<file path="config.mk">
export PLATFORM = sky130hd
export DESIGN_NAME = glts_ctrl
export DESIGN_NICKNAME = d
export VERILOG_FILES = /design/src/hdl/graph_level_topological_sort_core_macros.svh /design/src/hdl/glts_pkg.sv /design/src/hdl/glts_ctrl.sv
export SDC_FILE = /design/constraint.sdc
export NUM_CORES = 1
export LEC_CHECK = 0
export ABC_AREA = 0
export BUFFER_PORTS_ARGS = -buffer_cell sky130_fd_sc_hd__buf_2
export CAP_MARGIN = 20
export CORE_UTILIZATION = 45
export CTS_BUF_LIST = sky130_fd_sc_hd__clkbuf_2 sky130_fd_sc_hd__clkbuf_4 sky130_fd_sc_hd__clkbuf_8
export DETAILED_ROUTE_END_ITERATION = 8
export PLACE_DENSITY = 0.82
export SLEW_MARGIN = 20
export SYNTH_ARGS = -nofsm -noshare
export SYNTH_HDL_FRONTEND = slang
export SYNTH_SLANG_ARGS = --single-unit
</file>
<file path="constraint.sdc">
create_clock -name clk -period 1.68 [get_ports clk]
set_input_delay 0.168 -clock clk [delete_from_list [all_inputs] [get_ports clk]]
set_output_delay 0.168 -clock clk [all_outputs]
set_load 0.01 [all_outputs]
</file>
<file path="src/hdl/graph_level_topological_sort_core_macros.svh">
// Assertion macros for the level sort core.
// Included by the top level; no other dependencies.
`ifndef GRAPH_LEVEL_TOPOLOGICAL_SORT_CORE_MACROS_SVH
`define GRAPH_LEVEL_TOPOLOGICAL_SORT_CORE_MACROS_SVH
`ifndef SYNTHESIS
`define GLTS_ASSERT_IMPL(label, clk, rst_n, ante, cons) \
    label: assert property (@(posedge clk) disable iff (!rst_n) (ante) |-> (cons)) \
    else $error("assertion failed");
`define GLTS_ASSERT_NEXT(label, clk, rst_n, ante, cons) \
    label: assert property (@(posedge clk) disable iff (!rst_n) (ante) |=> (cons)) \
    else $error("assertion failed");
`else
`define GLTS_ASSERT_IMPL(label, clk, rst_n, ante, cons)
`define GLTS_ASSERT_NEXT(label, clk, rst_n, ante, cons)
`endif
`endif

</file>
<file path="src/hdl/glts_pkg.sv">
// Shared types and constants for the level sort core.
// No dependencies.
package glts_pkg;
    localparam int NODES_DEFAULT = 32;
    localparam int EDGE_COUNT_MAX_DEFAULT = 15;

    localparam logic [1:0] CMD_ADD    = 2'd0;
    localparam logic [1:0] CMD_LINK   = 2'd1;
    localparam logic [1:0] CMD_UNLINK = 2'd2;
    localparam logic [1:0] CMD_SORT   = 2'd3;

    localparam logic [1:0] KIND_ACK  = 2'd0;
    localparam logic [1:0] KIND_NODE = 2'd1;
    localparam logic [1:0] KIND_END  = 2'd2;

    localparam logic [2:0] ST_OK        = 3'd0;
    localparam logic [2:0] ST_NOT_FOUND = 3'd1;
    localparam logic [2:0] ST_FULL      = 3'd2;
    localparam logic [2:0] ST_CYCLE     = 3'd3;
    localparam logic [2:0] ST_ABSENT    = 3'd4;
    localparam logic [2:0] ST_SATURATED = 3'd5;

    typedef enum logic [3:0] {
        S_IDLE, S_CLEAR, S_SEARCH, S_EDGE_RD, S_EDGE_WAIT, S_EDGE_WR,
        S_DEG_CLR, S_DEG_RD, S_DEG_ACC, S_LVL, S_SCAN, S_SUB_RD, S_SUB_ACC,
        S_EMIT, S_END
    } state_t;

    // Commands from controller to datapath.
    typedef struct packed {
        logic load_in;      // capture input transaction
        logic clr_step;     // write zero at cnt, advance cnt
        logic cnt_zero;     // cnt <= 0
        logic cnt_inc;      // cnt <= cnt + 1
        logic srch_step;    // compare node at cnt against a and b
        logic add_node;     // store value_a, bump total
        logic edge_rd;      // read edge[a][b]
        logic edge_wr;      // write updated count
        logic deg_clr;      // clear in-degrees and done mask
        logic deg_rd;       // read edge[cnt][d] (d = sub index)
        logic deg_acc;      // add read count into degree of d
        logic lvl_make;     // build level mask
        logic scan_next;    // move scan pointer to next level member
        logic sub_rd;       // read edge[s][d]
        logic sub_acc;      // subtract read count from degree of d
        logic sub_inc;      // advance d
        logic sub_zero;     // d <= 0
        logic level_inc;    // next level
        logic out_node;     // load sorted node result
        logic out_ack;      // load acknowledge result
        logic out_end;      // load end result
    } ctrl_t;

    typedef struct packed {
        logic cnt_last;     // cnt at final index of its sweep
        logic sub_last;     // d at n-1 (or n is zero)
        logic found_both;   // both searches hit
        logic lvl_empty;    // level mask is empty
        logic scan_done;    // no remaining member in level
        logic full;         // table full
        logic [1:0] cmd;    // captured command
        logic out_busy;     // output register holds a result
    } stat_t;
endpackage

</file>
<file path="src/hdl/glts_ctrl.sv">
// Controller state machine sequencing commands through the datapath.
// Depends on glts_pkg.
module glts_ctrl (
    input  logic            clk,
    input  logic            rst_n,
    input  logic            in_valid,
    output logic            in_ready,
    input  glts_pkg::stat_t stat,
    output glts_pkg::ctrl_t ctrl,
    output glts_pkg::state_t state
);
    import glts_pkg::*;
    state_t state_reg, state_next;

    always_ff @(posedge clk or negedge rst_n)
    begin
        if (!rst_n)
            state_reg <= S_CLEAR;
        else
            state_reg <= state_next;
    end

    always_comb
    begin
        state_next = state_reg;
        ctrl = '0;
        in_ready = 1'b0;
        case (state_reg)
            S_CLEAR:
            begin
                ctrl.clr_step = 1'b1;
                if (stat.cnt_last)
                begin
                    ctrl.cnt_zero = 1'b1;
                    state_next = S_IDLE;
                end
            end
            S_IDLE:
            begin
                in_ready = 1'b1;
                if (in_valid)
                begin
                    ctrl.load_in = 1'b1;
                    ctrl.cnt_zero = 1'b1;
                    state_next = S_SEARCH;
                end
            end
            S_SEARCH:
            begin
                if (stat.cmd == CMD_ADD)
                begin
                    if (!stat.out_busy)
                    begin
                        ctrl.out_ack = 1'b1;
                        ctrl.add_node = 1'b1;
                        state_next = S_IDLE;
                    end
                end
                else if (stat.cmd == CMD_SORT)
                begin
                    ctrl.deg_clr = 1'b1;
                    ctrl.sub_zero = 1'b1;
                    state_next = S_DEG_CLR;
                end
                else
                begin
                    ctrl.srch_step = 1'b1;
                    ctrl.cnt_inc = 1'b1;
                    if (stat.cnt_last)
                        state_next = S_EDGE_RD;
                end
            end
            S_EDGE_RD:
            begin
                ctrl.edge_rd = 1'b1;
                state_next = S_EDGE_WAIT;
            end
            S_EDGE_WAIT:
            begin
                if (!stat.out_busy)
                begin
                    ctrl.out_ack = 1'b1;
                    ctrl.edge_wr = stat.found_both;
                    state_next = S_IDLE;
                end
            end
            S_DEG_CLR:
            begin
                // An empty table still takes one harmless pass over entry zero,
                // which can never have been linked.
                state_next = S_DEG_RD;
            end
            S_DEG_RD:
            begin
                ctrl.deg_rd = 1'b1;
                state_next = S_DEG_ACC;
            end
            S_DEG_ACC:
            begin
                ctrl.deg_acc = 1'b1;
                if (stat.sub_last)
                begin
                    ctrl.sub_zero = 1'b1;
                    ctrl.cnt_inc = 1'b1;
                    state_next = stat.cnt_last ? S_LVL : S_DEG_RD;
                end
                else
                begin
                    ctrl.sub_inc = 1'b1;
                    state_next = S_DEG_RD;
                end
            end
            S_LVL:
            begin
                ctrl.lvl_make = 1'b1;
                state_next = stat.lvl_empty ? S_END : S_SCAN;
            end
            S_SCAN:
            begin
                if (stat.scan_done)
                begin
                    ctrl.level_inc = 1'b1;
                    state_next = S_LVL;
                end
                else
                begin
                    ctrl.scan_next = 1'b1;
                    ctrl.sub_zero = 1'b1;
                    state_next = S_EMIT;
                end
            end
            S_EMIT:
            begin
                if (!stat.out_busy)
                begin
                    ctrl.out_node = 1'b1;
                    state_next = S_SUB_RD;
                end
            end
            S_SUB_RD:
            begin
                ctrl.sub_rd = 1'b1;
                state_next = S_SUB_ACC;
            end
            S_SUB_ACC:
            begin
                ctrl.sub_acc = 1'b1;
                if (stat.sub_last)
                    state_next = S_SCAN;
                else
                begin
                    ctrl.sub_inc = 1'b1;
                    state_next = S_SUB_RD;
                end
            end
            S_END:
            begin
                if (!stat.out_busy)
                begin
                    ctrl.out_end = 1'b1;
                    state_next = S_IDLE;
                end
            end
            default:
                state_next = S_IDLE;
        endcase
    end

    assign state = state_reg;
endmodule

</file>
* Word level (Yosys, flattened, before mapping)
Index checks and enable logic that the tools add are counted.
** Storage, ports and cells
- Bits in latches :: 0
- Input port bits :: 12
- Register bits :: 4
- Bits in writable memories :: 0
- Bits in read-only memories :: 0
- Memories kept :: 0
** Cells by class
- Add/sub/neg operators :: 0
- Muxes and demuxes :: 47
- Magnitude comparators :: 0
- Reduce and logical (&&, ||, !) cells :: 5
- Multipliers :: 0
- Div/mod/pow operators :: 0
- Shift-type cells :: 0
- Equal/unequal tests :: 18
- Bitwise logic cells :: 0
** Operators with widths (number)
- $pmux 4 s13 :: 1
- $mux 4 :: 9
- $eq 4x4->1 const B :: 7
- $mux 1 :: 28
- $eq 4x3->1 const B :: 3
- $eq 4x2->1 const B :: 2
- $mux 2 :: 3
- $mux 3 :: 2
- $ne 2x2->1 const B :: 3
- $pmux 1 s2 :: 3
- $eq 4x1->1 const B :: 1
- $logic_not 4->1 :: 1
- $ne 4x4->1 const B :: 1
- $reduce_and 4->1 :: 1
- $reduce_or 2->1 :: 2
- $pmux 1 s3 :: 1
- $eq 2x2->1 const B :: 1
- $logic_not 2->1 :: 1

* Logic depth before layout (Yosys ltp)
- Depth in word-level cells :: 4
- Depth in mapped cells :: 6
- Depth with buffers taken out :: 5

* Least setup slack after synthesis
OpenSTA, ideal clock, no wires.
- Kind :: reg-to-output
- From :: register state_reg[0] (netlist: state[0])
- To :: output ctrl[4] in the netlist's numbering
- Arrival :: 1.381 ns
- Stages on the path, launching flop included :: 6
- Buffers on the path :: 1
- Setup slack :: 0.131 ns
- Path through :: dfstp_2 -> buf_6 -> nand2b_1 -> nor2_4 -> and2_1 -> a211o_1
** RTL lines
- start, declared :: line glts_ctrl.sv:13 : state_t state_reg, state_next;
- start signal, assigned :: line glts_ctrl.sv:20 : state_reg <= state_next;
- end, declared :: line glts_ctrl.sv:9 : output glts_pkg::ctrl_t ctrl,

==> reports/qor.txt <==
Synth Instances -> 89
Share of layout cells above drive strength 1 -> 48.9%
Data required, critical path -> 1.51 ns
Max H-tree Level -> 1
Library cells used by synthesis -> 40
Crit. End Element -> output port
Slowest stage cell on the critical path -> dfrtp_1
Worst path cell trace -> buf_4 -> or2b_1 -> a2111oi_2 -> buf_2
Drt initial violations -> 35
Pwr Total -> 1.49 mW
Initial DRT Pass Iterations -> 4
Area leader, netlist -> dfrtp_1
Initial Util -> 49.2%
Worst Hold Class -> in2async
Leak -> 0.515 nW
Max-cap violations -> 0
Register bit count reported by yosys -> 4
Slew HR -> 74.8%
Via-to-Cell Ratio -> 5.77
Synth area leaders -> dfrtp_1, nor2_1, nor3_1
Core Rows -> 13
Setup Skew -> 0.00196 ns
CP max stage delay -> 0.41 ns
Max FO, Critical Path -> 4
TritonCTS clock tree -> built
Area grow syn2layout -> 48.6%
Slew @ Worst Pin -> 0.374 ns
# DRC -> 0
Largest net degree at the start of global routing -> 18
Finish-stage setup viols -> 1
Failing checks -> setup timing
Detailed placement HPWL -> 1.49 mm
CTS Sinks -> 4
Buffers and inverters on the worst path -> 2
Final worst path period share -> 101%
F_max -> 587 MHz
Total GRT Usage -> 24.9%
Clk buf depth -> 2
Die H -> 40.2 µm
I/O pin count -> 38
Synth top area share -> 11.4%
Synth Cell Area -> 657 µm²
Arrival time worst endpoint -> 1.54 ns
Clk pin slew, worst setup/hold paths -> 0.04 ns
Syn Nets -> 104
Inserted Clock Buffers -> 3
Final ANT Viol Nets -> 0
Setup ws final -> -0.0244 ns
Final Cell Area -> 976 µm²
Post-Route WL -> 2.24 mm
Final Critical Period -> 1.70 ns
Net count, final -> 151
Warnings, synthesis -> 0
Total die area -> 0.00162 mm²
Via count -> 866
PortBufs -> 36
Most frequent cells in the layout -> buf_2, nor2_1, buf_4
Max Slew Vio Count -> 0
Placed cell areas -> 863 µm²
Cell Pwr Density -> 1530 mW/mm²
GR Overflow Total -> 0
Mean routed wirelength per cell -> 15.0 µm
Post-synth EDFFs -> 0
First-pass GRT wire length -> 2.77 mm
Status -> complete, but fails checks
Max IR drop VDD -> 0.626 mV
Antenna violations before repair -> 0
Ant diodes -> 0
CP delay by family, top -> flip-flops
Syn_area_per_cell -> 7.38 µm²
Most common cell after layout, fill and taps aside -> buf_2
Async set-reset flop share out of synthesis -> 100%
Core Region -> 0.00133 mm²
Placer Congestion -> 0.891
Main synth FF type -> dfrtp_1
Vias in the first global route -> 689
RSZ-0062 raised after global routing -> true
Sequential fraction of the synthesis area -> 15.4%
Setup tns final -> -0.0244 ns
Startpoint types -> register
Die W -> 40.2 µm
Final Hold Vio Count -> 0
Max FFs per register -> 4
Setup Crit Path Kind -> reg2out
Clk Latency, worst-skew pair -> 0.23 ns
Clock root cell -> clkbuf_4
[synthesized netlist by cell type, types with 3 or more instances]
master    count
ha_1          3
and2_1        4
nand2_1       3
or2b_1        3
buf_2         3
a21oi_1       7
nor3_1        8
inv_1         6
dfrtp_1       3
nor2_1       11
nand2b_1      4
[report_power, final]
group | total (mW) | switching [mW] | internal [mW]
Clock | 0.149 | 0.0435 | 0.106
Combinational | 1.14 | 0.612 | 0.531
Sequential | 0.199 | 0.0551 | 0.144
Total | 1.49 | 0.711 | 0.780
[through the flow]
| step | hold slack [ns] | utilization, % | worst slack [ns] | std cells |
|---|---|---|---|---|
| after floorplan | -0.128 | - | 0.131 | 89 |
| after global placement | -0.0302 | 64.7 | 0.224 | 141 |
| after detailed placement | -0.0232 | 64.7 | 0.217 | 141 |
| after CTS | 0.289 | 67.9 | 0.00470 | 146 |
| after global routing | 0.333 | 73.2 | -0.0712 | 150 |
| final | 0.343 | 73.2 | -0.0244 | 150 |
[cell type report]
| cell class | count | area [µm²] |
|---|---|---|
| clock buffers | 4 | 30.0 |
| fillers | 104 | 358 |
| inverters | 7 | 26.3 |
| multi-input cells | 71 | 505 |
| flip-flops and latches | 4 | 104 |
| well taps | 15 | 18.8 |
| repair buffers | 49 | 292 |
[final timing paths]
check,from,end,slack (ns),cells past startpoint
max,state[2],ctrl[1],-0.02,4
min,rst_n,state[2],0.34,2
max reg2reg,state[2],state[1],0.09,5
min reg2reg,state[1],state[3],0.82,3
max in group asynchronous,rst_n,state[0],1.13,2
min in group clk,in_valid,state[0],0.38,4
[kinds of logic (layout without fill, tap and decap cells)]
group / Yosys count / in the layout / synth area share, %
buffers and inverters: 14 / 60 / 12.0
AND/OR/NAND/NOR: 43 / 43 / 36.2
AO/OA/AOI/OAI: 22 / 22 / 25.9
multiplexers: 2 / 2 / 3.24
adder cells (fa/ha/maj): 4 / 4 / 7.24
flip-flops: 4 / 4 / 15.4
[timing repair]
item | CTS | global route
setup buffers | 0 | 4
gates resized for setup | 1 | 11
hold endpoints to repair | 4 | 0
pin swaps | 0 | 2
hold buffers | 1 | 0
endpoints found under the setup margin | 1 | 7
cloned | 0 | 0
[worst reg2reg max path, cell delays in order, from the launching register on]
cell	delay, ns
dfrtp_1	0.42
buf_4	0.15
buf_4	0.14
nand2_1	0.16
o22ai_2	0.13
a2111oi_2	0.45
[layer usage]
| metal | vias to the layer above | global-route usage, % | share of wire [%] |
|---|---|---|---|
| li1 | 409 | - | - |
| met2 | 60 | 44.4 | 49 |
| met4 | 0 | 8.33 | 1.4 |
| met3 | 6 | 3.33 | 7.8 |
| met5 | - | 0 | 0 |
| met1 | 391 | 30.4 | 42 |
(Power assumes the default switching activity.)
